### src/hw/rtl/lcs_pkg.sv
package lcs_pkg;

	// field widths of one word on each channel
	localparam int IDX_W      = 5;
	localparam int CNT_W      = 31;
	localparam int TIME_W     = 32;
	localparam int CMD_W      = 3;
	localparam int TMO_W      = 16;
	localparam int CFG_IDX_W  = 1;
	localparam int CFG_DATA_W = 16;

	// command codes
	localparam logic [CMD_W-1:0] CMD_SELECT     = 3'd0;
	localparam logic [CMD_W-1:0] CMD_LOGIN      = 3'd1;
	localparam logic [CMD_W-1:0] CMD_DISCONNECT = 3'd2;
	localparam logic [CMD_W-1:0] CMD_HEARTBEAT  = 3'd3;
	localparam logic [CMD_W-1:0] CMD_STATUS     = 3'd4;

	// configuration register indexes
	localparam logic [CFG_IDX_W-1:0] CFG_SERVER_COUNT = 1'b0;
	localparam logic [CFG_IDX_W-1:0] CFG_TIMEOUT      = 1'b1;

	// register reset values
	localparam logic [IDX_W-1:0] SERVER_COUNT_RST = 5'd16;
	localparam logic [TMO_W-1:0] TIMEOUT_RST      = 16'd30;

	// count value that marks a server offline
	localparam logic [CNT_W-1:0] OFFLINE_MARK = {CNT_W{1'b1}};

	// what the back end has to do with a word
	typedef enum logic [1:0] {
		KIND_SELECT,
		KIND_UPDATE,
		KIND_ECHO,
		KIND_NULL
	} lcs_kind_t;

	// classified word passed from the front end to the back end
	typedef struct packed {
		lcs_kind_t          kind;
		logic [CMD_W-1:0]   cmd;
		logic [IDX_W-1:0]   idx;
		logic [IDX_W-1:0]   last_idx;
		logic [TIME_W-1:0]  now;
	} lcs_item_t;

	// result word
	typedef struct packed {
		logic [IDX_W-1:0]  chosen;
		logic [CNT_W-1:0]  conns;
		logic              online;
		logic [TIME_W-1:0] seen;
	} lcs_result_t;

endpackage

### src/hw/rtl/lcs_front.sv
module lcs_front import lcs_pkg::*; #(
	parameter int MAX_SERVERS = 16
) (
	input  logic              push,
	output logic              full,
	input  logic [CMD_W-1:0]  command,
	input  logic [IDX_W-1:0]  server_index,
	input  logic [TIME_W-1:0] now_secs,
	input  logic [IDX_W-1:0]  server_count,
	output logic              q_push,
	output lcs_item_t         q_item,
	input  logic              q_full
);

	localparam int CAP = (MAX_SERVERS > 31) ? 31 : MAX_SERVERS;

	logic [IDX_W-1:0] n_eff;
	logic             idx_ok;

	// cap the server count at the number of table entries
	always_comb begin
		if (server_count > IDX_W'(CAP)) begin
			n_eff = IDX_W'(CAP);
		end else begin
			n_eff = server_count;
		end
	end

	assign idx_ok = (server_index != '0) && (server_index <= n_eff);

	// classify the word
	always_comb begin
		q_item.cmd      = command;
		q_item.idx      = server_index;
		q_item.now      = now_secs;
		q_item.last_idx = (n_eff == '0) ? IDX_W'(1) : n_eff;
		priority if (command == CMD_SELECT) begin
			q_item.kind = KIND_SELECT;
		end else if (command > CMD_STATUS) begin
			q_item.kind = KIND_NULL;
		end else if (!idx_ok) begin
			q_item.kind = KIND_ECHO;
		end else begin
			q_item.kind = KIND_UPDATE;
		end
	end

	assign q_push = push && !q_full;
	assign full   = q_full;

endmodule

### src/hw/rtl/lcs_queue.sv
module lcs_queue import lcs_pkg::*; (
	input  logic      clk,
	input  logic      arst_n,
	input  logic      push,
	input  lcs_item_t item_in,
	output logic      full,
	input  logic      pop,
	output lcs_item_t item_out,
	output logic      empty
);

	lcs_item_t  slots_q [2];
	logic       wr_q;
	logic       rd_q;
	logic [1:0] cnt_q;

	assign full     = (cnt_q == 2'd2);
	assign empty    = (cnt_q == 2'd0);
	assign item_out = slots_q[rd_q];

	// store incoming words
	always_ff @(posedge clk) begin
		if (push) begin
			slots_q[wr_q] <= item_in;
		end
	end

	// advance pointers and fill level
	always_ff @(posedge clk or negedge arst_n) begin
		if (!arst_n) begin
			wr_q  <= 1'b0;
			rd_q  <= 1'b0;
			cnt_q <= 2'd0;
		end else begin
			if (push) begin
				wr_q <= !wr_q;
			end
			if (pop) begin
				rd_q <= !rd_q;
			end
			unique case ({push, pop})
				2'b10:   cnt_q <= cnt_q + 2'd1;
				2'b01:   cnt_q <= cnt_q - 2'd1;
				default: cnt_q <= cnt_q;
			endcase
		end
	end

endmodule

### src/hw/rtl/lcs_back.sv
module lcs_back import lcs_pkg::*; #(
	parameter int MAX_SERVERS = 16
) (
	input  logic             clk,
	input  logic             arst_n,
	input  logic [TMO_W-1:0] timeout_secs,
	input  lcs_item_t        q_item,
	input  logic             q_empty,
	output logic             q_pop,
	output lcs_result_t      result,
	output logic             result_valid,
	input  logic             result_pop
);

	localparam int AW = (MAX_SERVERS > 1) ? $clog2(MAX_SERVERS) : 1;

	typedef enum logic [1:0] {
		ST_IDLE,
		ST_SCAN,
		ST_EXEC
	} state_t;

	// server tables and their written marks
	logic [CNT_W-1:0]  cnt_mem  [MAX_SERVERS];
	logic [TIME_W-1:0] beat_mem [MAX_SERVERS];
	logic              cnt_vld_q  [MAX_SERVERS];
	logic              beat_vld_q [MAX_SERVERS];

	logic [CNT_W-1:0]  cnt_rd_q;
	logic [TIME_W-1:0] beat_rd_q;
	logic              cnt_rv_q;
	logic              beat_rv_q;

	state_t            state_q;
	lcs_item_t         item_q;
	logic [IDX_W-1:0]  scan_q;
	logic [IDX_W-1:0]  pick_q;
	logic [CNT_W-1:0]  best_cnt_q;
	logic [TIME_W-1:0] best_beat_q;
	lcs_result_t       result_q;
	logic              out_valid_q;

	logic [AW-1:0]     rd_addr;
	logic [AW-1:0]     wr_addr;
	logic              wr_en;
	logic [CNT_W-1:0]  cur_cnt;
	logic [TIME_W-1:0] cur_beat;
	logic              take;
	logic [CNT_W-1:0]  new_cnt;
	logic [TIME_W-1:0] new_beat;
	logic              new_online;
	logic              stale;
	logic [TIME_W-1:0] age;

	// entries never written read as zero
	assign cur_cnt  = cnt_rv_q ? cnt_rd_q : '0;
	assign cur_beat = beat_rv_q ? beat_rd_q : '0;

	assign q_pop   = (state_q == ST_IDLE) && !q_empty && !out_valid_q;
	assign wr_en   = (state_q == ST_EXEC);
	assign wr_addr = AW'(item_q.idx - IDX_W'(1));

	// pick the read address
	always_comb begin
		if (state_q == ST_SCAN) begin
			rd_addr = AW'(scan_q);
		end else if (q_item.kind == KIND_SELECT) begin
			rd_addr = '0;
		end else begin
			rd_addr = AW'(q_item.idx - IDX_W'(1));
		end
	end

	// scan step: ties go to the higher index
	assign take = (scan_q == IDX_W'(1)) || (cur_cnt <= best_cnt_q);

	// apply the addressed command
	assign age   = item_q.now - cur_beat;
	assign stale = (cur_beat != '0) && (item_q.now > cur_beat)
		&& (age > TIME_W'(timeout_secs));

	always_comb begin
		new_cnt    = cur_cnt;
		new_beat   = cur_beat;
		new_online = 1'b0;
		unique case (item_q.cmd)
			CMD_LOGIN: begin
				if (cur_cnt != OFFLINE_MARK) begin
					new_cnt = cur_cnt + CNT_W'(1);
				end
			end
			CMD_DISCONNECT: begin
				if (cur_cnt != '0) begin
					new_cnt = cur_cnt - CNT_W'(1);
				end
			end
			CMD_HEARTBEAT: begin
				new_beat = item_q.now;
			end
			CMD_STATUS: begin
				if (stale) begin
					new_cnt = OFFLINE_MARK;
				end else begin
					new_online = 1'b1;
					if (cur_cnt == OFFLINE_MARK) begin
						new_cnt = '0;
					end
				end
			end
			default: begin
				new_cnt = cur_cnt;
			end
		endcase
	end

	// table storage with registered read
	always_ff @(posedge clk) begin
		if (wr_en) begin
			cnt_mem[wr_addr]  <= new_cnt;
			beat_mem[wr_addr] <= new_beat;
		end
		cnt_rd_q  <= cnt_mem[rd_addr];
		beat_rd_q <= beat_mem[rd_addr];
	end

	// written marks, cleared at reset
	always_ff @(posedge clk or negedge arst_n) begin
		if (!arst_n) begin
			for (int i = 0; i < MAX_SERVERS; i++) begin
				cnt_vld_q[i]  <= 1'b0;
				beat_vld_q[i] <= 1'b0;
			end
			cnt_rv_q  <= 1'b0;
			beat_rv_q <= 1'b0;
		end else begin
			if (wr_en) begin
				cnt_vld_q[wr_addr]  <= 1'b1;
				beat_vld_q[wr_addr] <= 1'b1;
			end
			cnt_rv_q  <= cnt_vld_q[rd_addr];
			beat_rv_q <= beat_vld_q[rd_addr];
		end
	end

	// sequencer and result register
	always_ff @(posedge clk or negedge arst_n) begin
		if (!arst_n) begin
			state_q     <= ST_IDLE;
			item_q      <= '0;
			scan_q      <= '0;
			pick_q      <= '0;
			best_cnt_q  <= '0;
			best_beat_q <= '0;
			result_q    <= '0;
			out_valid_q <= 1'b0;
		end else begin
			if (result_pop && out_valid_q) begin
				out_valid_q <= 1'b0;
			end
			unique case (state_q)
				ST_IDLE: begin
					if (q_pop) begin
						item_q <= q_item;
						unique case (q_item.kind)
							KIND_SELECT: begin
								scan_q  <= IDX_W'(1);
								state_q <= ST_SCAN;
							end
							KIND_UPDATE: begin
								state_q <= ST_EXEC;
							end
							KIND_ECHO: begin
								result_q        <= '0;
								result_q.chosen <= q_item.idx;
								out_valid_q     <= 1'b1;
							end
							default: begin
								result_q    <= '0;
								out_valid_q <= 1'b1;
							end
						endcase
					end
				end
				ST_SCAN: begin
					if (take) begin
						best_cnt_q  <= cur_cnt;
						best_beat_q <= cur_beat;
						pick_q      <= scan_q;
					end
					if (scan_q == item_q.last_idx) begin
						result_q.chosen <= take ? scan_q : pick_q;
						result_q.conns  <= take ? cur_cnt : best_cnt_q;
						result_q.online <= 1'b0;
						result_q.seen   <= take ? cur_beat : best_beat_q;
						out_valid_q     <= 1'b1;
						state_q         <= ST_IDLE;
					end else begin
						scan_q <= scan_q + IDX_W'(1);
					end
				end
				ST_EXEC: begin
					result_q.chosen <= item_q.idx;
					result_q.conns  <= new_cnt;
					result_q.online <= new_online;
					result_q.seen   <= new_beat;
					out_valid_q     <= 1'b1;
					state_q         <= ST_IDLE;
				end
				default: begin
					state_q <= ST_IDLE;
				end
			endcase
		end
	end

	assign result       = result_q;
	assign result_valid = out_valid_q;

endmodule

### src/hw/rtl/least_connections_selector_top.sv
// Least-connections selector.
// Commands enter as words on a queue-style input (push, full) and results
// leave on a queue-style output (empty, pop); each accepted word gives one
// result word, in order. Configuration (server count, heartbeat timeout) is
// written through wr_en / wr_index / wr_data; the user must write it only
// while the block is idle, which the block itself does not enforce.
// Select scans the connection table one server per cycle; login,
// disconnect, heartbeat and status read the table, then write back; unknown
// commands and bad indexes give their result straight from the idle state.
// The table memory has a single read port. The back end takes the next word
// only once the result slot is free, so it does not start a new word while
// a result waits.
// A two-word queue decouples classification from execution, so input words
// are still taken while a result waits; when the receiver stalls, the back
// end holds and the queue fills until full rises.
// Reset clears every connection count and heartbeat time to zero (never
// seen), and sets server_count to 16 and timeout_secs to 30.
module least_connections_selector_top import lcs_pkg::*; #(
	parameter int MAX_SERVERS = 16
) (
	input  logic                  clk,
	input  logic                  arst_n,
	input  logic                  push,
	output logic                  full,
	input  logic [CMD_W-1:0]      command,
	input  logic [IDX_W-1:0]      server_index,
	input  logic [TIME_W-1:0]     now_secs,
	output logic                  empty,
	input  logic                  pop,
	output logic [IDX_W-1:0]      chosen_server,
	output logic [CNT_W-1:0]      connections,
	output logic                  online,
	output logic [TIME_W-1:0]     last_seen,
	input  logic                  wr_en,
	input  logic [CFG_IDX_W-1:0]  wr_index,
	input  logic [CFG_DATA_W-1:0] wr_data
);

	logic [IDX_W-1:0] server_count_q;
	logic [TMO_W-1:0] timeout_q;

	logic        q_push;
	logic        q_full;
	logic        q_pop;
	logic        q_empty;
	lcs_item_t   q_in;
	lcs_item_t   q_out;
	lcs_result_t result;
	logic        result_valid;

	// hold configuration registers
	always_ff @(posedge clk or negedge arst_n) begin
		if (!arst_n) begin
			server_count_q <= SERVER_COUNT_RST;
			timeout_q      <= TIMEOUT_RST;
		end else if (wr_en) begin
			unique case (wr_index)
				CFG_SERVER_COUNT: server_count_q <= wr_data[IDX_W-1:0];
				CFG_TIMEOUT:      timeout_q      <= wr_data[TMO_W-1:0];
				default:          timeout_q      <= timeout_q;
			endcase
		end
	end

	lcs_front #(
		.MAX_SERVERS (MAX_SERVERS)
	) u_front (
		.push         (push),
		.full         (full),
		.command      (command),
		.server_index (server_index),
		.now_secs     (now_secs),
		.server_count (server_count_q),
		.q_push       (q_push),
		.q_item       (q_in),
		.q_full       (q_full)
	);

	lcs_queue u_queue (
		.clk      (clk),
		.arst_n   (arst_n),
		.push     (q_push),
		.item_in  (q_in),
		.full     (q_full),
		.pop      (q_pop),
		.item_out (q_out),
		.empty    (q_empty)
	);

	lcs_back #(
		.MAX_SERVERS (MAX_SERVERS)
	) u_back (
		.clk          (clk),
		.arst_n       (arst_n),
		.timeout_secs (timeout_q),
		.q_item       (q_out),
		.q_empty      (q_empty),
		.q_pop        (q_pop),
		.result       (result),
		.result_valid (result_valid),
		.result_pop   (pop)
	);

	assign empty         = !result_valid;
	assign chosen_server = result.chosen;
	assign connections   = result.conns;
	assign online        = result.online;
	assign last_seen     = result.seen;

	// the back end starts a word only with the result slot free
	a_pop_slot_free: assert property (@(posedge clk) disable iff (!arst_n)
		q_pop |-> empty && !q_empty)
		else $error("back end took a word while a result was waiting");

	// an online server never reports the offline mark
	a_online_count: assert property (@(posedge clk) disable iff (!arst_n)
		(!empty && online) |-> (connections != OFFLINE_MARK))
		else $error("online result carries the offline mark");

	// an online report always names a real server
	a_online_index: assert property (@(posedge clk) disable iff (!arst_n)
		(!empty && online) |-> (chosen_server != '0))
		else $error("online result names server zero");

endmodule

### config.mk
export PLATFORM = sky130hd
export DESIGN_NAME = least_connections_selector_top
export DESIGN_NICKNAME = d
export VERILOG_FILES = /design/src/hw/rtl/lcs_pkg.sv /design/src/hw/rtl/lcs_front.sv /design/src/hw/rtl/lcs_queue.sv /design/src/hw/rtl/lcs_back.sv /design/src/hw/rtl/least_connections_selector_top.sv
export SDC_FILE = /design/constraint.sdc
export NUM_CORES = 2
export LEC_CHECK = 0
export ABC_AREA = 0
export BUFFER_PORTS_ARGS = -buffer_cell sky130_fd_sc_hd__buf_4
export CELL_PAD_IN_SITES_DETAIL_PLACEMENT = 0
export CELL_PAD_IN_SITES_GLOBAL_PLACEMENT = 2
export CORE_ASPECT_RATIO = 0.6
export CORE_UTILIZATION = 30
export DETAILED_ROUTE_END_ITERATION = 7
export PLACE_DENSITY_LB_ADDON = 0.1
export SLEW_MARGIN = 20
export SYNTH_ARGS = -nofsm -noshare
export SYNTH_HDL_FRONTEND = slang
export SYNTH_SLANG_ARGS = --single-unit
### constraint.sdc
create_clock -name clk -period 6.4 [get_ports clk]
set_input_delay 0.64 -clock clk [delete_from_list [all_inputs] [get_ports clk]]
set_output_delay 0.64 -clock clk [all_outputs]
set_load 0.03 [all_outputs]
-- Word level (Yosys, flattened, before mapping)
Memory sizes are Yosys's and may differ from the RTL's. A register that Yosys moved wholly into a read port is not among the register bits.
Cells that the tools add are included.
- reduce and logical (&&, ||, !) cells: 32
- $mul: 0
- shift operators: 0
- bitwise logic cells: 5
- $add $sub $neg: 8
- eq/ne operators: 21
- div/mod/pow operators: 0
- magnitude comparators: 9
- multiplexer cells: 50
- operators with widths (operator ; count):
    $pmux W69 S3 ; 1
    $mux W31 ; 6
    $mux W69 ; 2
    $pmux W69 S2 ; 1
    $mux W32 ; 3
    $pmux W31 S3 ; 1
    $gt A32 B16 Y1 ; 1
    $gt A32 B32 Y1 ; 1
    $or A16 B16 Y16 ; 2
    $reduce_bool A32 Y1 ; 1
    $sub A32 B32 Y32 ; 1
    $add A31 B1 Y31 const B ; 1
    $eq A31 B31 Y1 const B ; 1
    $le A31 B31 Y1 ; 1
    $ne A31 B31 Y1 const B ; 1
    $reduce_bool A31 Y1 ; 1
    $sub A31 B1 Y31 const B ; 1
    $mux W5 ; 6
    $mux W1 ; 15
    $pmux W2 S2 ; 3
    $ge A5 B5 Y1 const B ; 2
    $mux W2 ; 5
    $ne A2 B2 Y1 const B ; 5
    $not A4 Y5 ; 2
    35 further kinds ; 61
- flip-flop bits (word level): 249
- memory bits (read-only): 0
- memories: 3
- output and inout port bits: 71
- word-level logic and storage cells: 181
- latch bits: 0
- RAM bits: 1102
- memory list (memory ; depth ; width ; read ports ; clocked after memory_dff ; wr ports ; RTL line ; RTL):
    u_back.beat_mem ; 16 ; 32 ; 1 ; 1 ; 1 ; lcs_back.sv:25 ; logic [TIME_W-1:0] beat_mem [MAX_SERVERS];
    u_back.cnt_mem ; 16 ; 31 ; 1 ; 1 ; 1 ; lcs_back.sv:24 ; logic [CNT_W-1:0] cnt_mem [MAX_SERVERS];
    u_queue.slots_q ; 2 ; 47 ; 1 ; 0 ; 1 ; lcs_queue.sv:12 ; lcs_item_t slots_q [2];

-- Depth between registers and ports, before layout
An unclocked memory read counts as a cell.
- word-level depth: 8
- depth in mapped cells: 25
- depth with buffers taken out: 22

-- By module
Synthesis repeated with hierarchy kept, for this count alone.
- cell total of the unflattened synthesis: 5312
- area, all modules: 61940.7 um^2
- modules (own cells, without submodules) (module ; area an instance (um^2) ; sequential area each (um^2) ; instances ; cells an instance):
    lcs_back ; 56913.3 ; 37135.6 ; 1 ; 5023
    lcs_queue ; 3654.8 ; 2922.8 ; 1 ; 162
    least_connections_selector_top ; 803.3 ; 531.8 ; 1 ; 46
    lcs_front ; 569.3 ; 0.0 ; 1 ; 81

-- Worst setup path before layout
OpenSTA, ideal clock, no wires.
- path kind: register to register
- start point: reg u_back.beat_rv_q
- end point: mem u_back.cnt_mem[0][4], data pin
- setup slack: 1239 ps
- data arrival time: 4775 ps
- stages on the path, launching flop included: 25
- data required time: 6014 ps
- path through: dfrtp_1 clkbuf_1 clkbuf_1 nand2_1 inv_1 ha_1 fa_1 nand2b_1 a211oi_1 nor2_1 o21ai_0 xor2_1 ha_1 and4_1 nand2_1 nor2_1 a211o_1 o21ai_0 o211ai_1 nor4_1 and4_1 buf_6 a31oi_1 nor2_1 o21ai_0
- word-level cells in the longest chain between the ends: 6
- elaborated cells on any way between the ends: 9
- RTL lines (element ; RTL line ; RTL):
    start, declared ; lcs_back.sv:32 ; logic beat_rv_q;
    start signal, assigned ; lcs_back.sv:141 ; beat_rv_q <= beat_vld_q[rd_addr];
    $mux W32 * ; lcs_back.sv:57 ; assign cur_beat = beat_rv_q ? beat_rd_q : '0;
    $sub A32 B32 Y32 (tied with other cells) ; lcs_back.sv:78 ; assign age = item_q.now - cur_beat;
    $gt A32 B16 Y1 / $logic_and A1 B1 Y1 (equally long branches) ; lcs_back.sv:80, lcs_back.sv:79 ;
    $logic_and A1 B1 Y1 * ; lcs_back.sv:80 ; && (age > TIME_W'(timeout_secs));
    $mux W31 * ; lcs_back.sv:101 ; if (stale) begin
    $pmux W31 S3 * ; lcs_back.sv:86 ; unique case (item_q.cmd)
    net u_back.new_cnt[4] ; lcs_back.sv:49 ; logic [CNT_W-1:0] new_cnt;
    end, declared ; lcs_back.sv:24 ;
Mark *: on every way through the listed nets, which the timed path passes. The rest lies on a longest branch.

-- Worst setup path after layout
- start point: reg u_back.beat_rv_q
- end point: mem u_back.cnt_mem[13][15], data pin
Same word-level chain as after synthesis.

==> results by group <==
Timing
  – Achievable Freq: 168 MHz
  – Post-Route Setup TNS: 0 ns
  – RSZ-0062 raised after global routing: no
  – # setup viols final: 0
  – WHS: 0.0734 ns
  – Max-slew violations: 0
  – Relative slew slack: 24.6%
  – Final hold violation count: 0
  – Clock period minus worst slack: 5.95 ns
  – Worst Max-Slew Pin Slew: 1.13 ns
  – Final worst-path cycle share: 93.0%
  – Layout Skew: 0.0846 ns

GRT
  – Via count of the first global-routing pass: 36,800
  – All-Layer GR Usage: 20.4%
  – First-pass GRT wire length: 294,000 um
  – GR Overflow Total: 0
  – Pin count of the biggest net entering global routing: 137
  – Initial antenna violation count: 5

Synth
  – Yosys reg bits: 1,414
  – Mapped Avg Cell Area: 14.7 sq um
  – Largest cells by area after synthesis: edfxtp_1 55%, dfrtp_1 10%, mux4_2 9.7%, nand2_1 3.0%, o21ai_0 2.2%
  – Yosys top cell area share: 55.0%
  – Synth area leader: edfxtp_1
  – Number of synthesized flops with an enable pin: 1,102
  – Syn nets: 4,242
  – Syn. warnings: 0
  – Main synth FF type: edfxtp_1
  – Area of the mapped netlist: 60,200 sq um
  – Post-Syn Instances: 4,081
  – Post-synth ARST share: 17.6%
  – Distinct cells, synth: 92
  – Register area share after synthesis: 67.4%

Place
  – Placed Instances: 6,806
  – RePlAce Congestion: 0.883
  – PortBufs: 132
  – Dpl hpwl: 135,000 um

Setup path
  – CP endpoint: u_back.cnt_mem[13][15]$_DFFE_PP_
  – Worst R2R Setup Slack: 0.45 ns
  – Worst setup path class: reg2reg
  – CP startpoint kind: flip-flop
  – WP data required: 6.91 ns
  – Cell count of the worst reg-to-reg path: 25
  – Slowest CP cell: a31oi_1
  – Setup crit start: u_back.beat_rv_q$_DFF_PN0_
  – WP buf/inv: 4
  – Cell family with most CP delay: compound AO/OA/AOI/OAI gates
  – Crit end category: flip-flop
  – Crit. path cell count: 25
  – CP max FO: 16
  – Worst r2r src: u_back.beat_rv_q$_DFF_PN0_
  – Largest stage delay on the critical path: 0.45 ns
  – R2r endpoint: u_back.cnt_mem[13][15]$_DFFE_PP_
  – Crit path DAT: 6.46 ns

Clock network
  – Clock buffer depth: 4
  – Register clock-pin slew on the reported worst setup and hold paths: 0.06 ns
  – CTS Hold Bufs: 33
  – Post CTS Setup Buffer Count: 0
  – TritonCTS Sinks: 1,414
  – Post-CTS sizing: 0
  – H-tree level count: 4
  – Worst-Skew Late Latency: 0.84 ns
  – CTS tree: done
  – Cts bufs inserted: 153
  – Root Driver: clkbuf_16

Die
  – Die X: 580 um
  – Rows: 126
  – Die area: 202,000 sq um
  – Core Area: 198,000 sq um
  – Die Height: 349 um
  – I/O pin count: 133
  – Initial core utilization: 30.4%

Detailed routing
  – Via count: 36,800
  – Drt first pass iters: 5
  – DR vias/cell: 5.17
  – Wire length per cell: 29.2 um
  – Initial DRC count: 3,009
  – Residual DRC: 0
  – Post-route ant nets: 0
  – Final WL: 208,000 um

Job
  – Maxcap violations: 0

Final layout
  – Fillers: 19,000
  – Layout area overhead: 17.8%
  – Most common cell after layout, fill and taps aside: edfxtp_1
  – Post-route insts no fill: 7,112
  – Leading cell types in the layout, fill and taps excluded: 1,102 x edfxtp_1, 479 x nand2_1, 304 x buf_4
  – Final Net Count: 4,531
  – Fraction of layout cells with a size suffix above 1: 21.1%

Power
  – Max IR drop VDD: 0.398 mV
  – Pwr per Cell Area: 600 nW/um^2
  – Total power draw: 0.0426 W
  – Leak: 25.1 nW

Worst hold path
  – Worst hold stages: 1
  – HP Class: in2reg

Outcome
  – Outcome: finished, final reports clean
## synthesized netlist by cell type, types with 30 or more instances
cell	instances
inv_1	112
dfrtp_1	244
xnor2_1	39
ha_1	98
nand3_1	38
nor3_1	39
a22oi_1	50
mux2i_1	52
dfxtp_1	63
nor2_1	195
clkbuf_1	174
buf_1	38
mux4_2	260
o21ai_0	267
nand2_1	480
and2_1	74
a211oi_1	79
edfxtp_1	1102
a21oi_1	157
a31oi_1	80
nand2b_1	30
nand4_1	30
## kinds of logic after synthesis
group / Yosys count / share of synthesized area [%]
buffers and inverters: 348 / 2.26
flip-flops: 1414 / 67.4
multiplexers: 341 / 11.1
XOR/XNOR: 54 / 0.786
AND/OR/NAND/NOR: 1002 / 7.59
adder cells (fa/ha/maj): 100 / 2.09
AO/OA/AOI/OAI: 822 / 8.71
## power breakdown
group	leakage (nW)	switching [W]	internal [W]	total, W
clock network	2.38	0.00372	0.00509	0.00880
registers	13.8	0.00118	0.0129	0.0141
logic	8.84	0.0127	0.00705	0.0197
total	25.1	0.0176	0.0250	0.0426
## state kept, by name (all words and copies together) (netlist names)
signal,cells
server_count_q,5
timeout_q,16
u_back.beat_mem,512
u_back.beat_rd_q,32
u_back.beat_rv_q,1
u_back.beat_vld_q,16
u_back.best_beat_q,32
u_back.best_cnt_q,31
u_back.cnt_mem,496
u_back.cnt_rd_q,31
u_back.cnt_rv_q,1
u_back.cnt_vld_q,16
u_back.item_q,45
u_back.pick_q,5
u_back.result,69
u_back.result_valid,1
u_back.scan_q,5
u_back.state_q,2
u_queue.cnt_q,2
u_queue.rd_q,1
u_queue.slots_q,94
u_queue.wr_q,1
## through the flow
step	util, %	instance area, sq um	setup WS [ns]
3_5_place_dp	33.2	65700	0.364
2_1_floorplan	-	60200	1.24
6_report	35.8	70900	0.448
3_3_place_gp	33.2	65700	0.498
5_1_grt	35.8	70900	0.0696
4_1_cts	35.8	70900	0.339
## how the worst min path moves through the flow
stage                                        to  slack [ns]                             from
2_1_floorplan     server_count_q[0]$_DFFE_PN0P_        0.34                           arst_n
3_3_place_gp    u_back.cnt_vld_q[7]$_DFFE_PN0P_        0.45  u_back.cnt_vld_q[7]$_DFFE_PN0P_
3_5_place_dp    u_back.cnt_vld_q[9]$_DFFE_PN0P_        0.45  u_back.cnt_vld_q[9]$_DFFE_PN0P_
4_1_cts        u_queue.slots_q[0][38]$_DFFE_PP_        0.02                  server_index[1]
5_1_grt        u_queue.slots_q[1][38]$_DFFE_PP_        0.03                  server_index[1]
6_report       u_queue.slots_q[0][38]$_DFFE_PP_        0.07                  server_index[1]
## per-layer routing
metal  vias up  wire (um)  GRT usage, %
met2      1000      89000          30.0
met1     19200     102000          30.7
met5         -         16             0
li1      16300          -             -
met3       236      12100          4.06
met4         4       5060          5.08
## area by class of cell
type                    count  area [sq um]  share of cell area, %
flip-flops and latches   1414         40600                   57.2
multi-input cells        2319         18500                   26.1
clock buffers             195          4170                   5.88
well taps                2624          3280                   4.63
repair buffers            367          3210                   4.52
clock inverters            75           681                  0.960
inverters                 115           447                  0.630
diodes                      3          7.51                 0.0106
No activity file was read; power rests on OpenSTA's default activity.
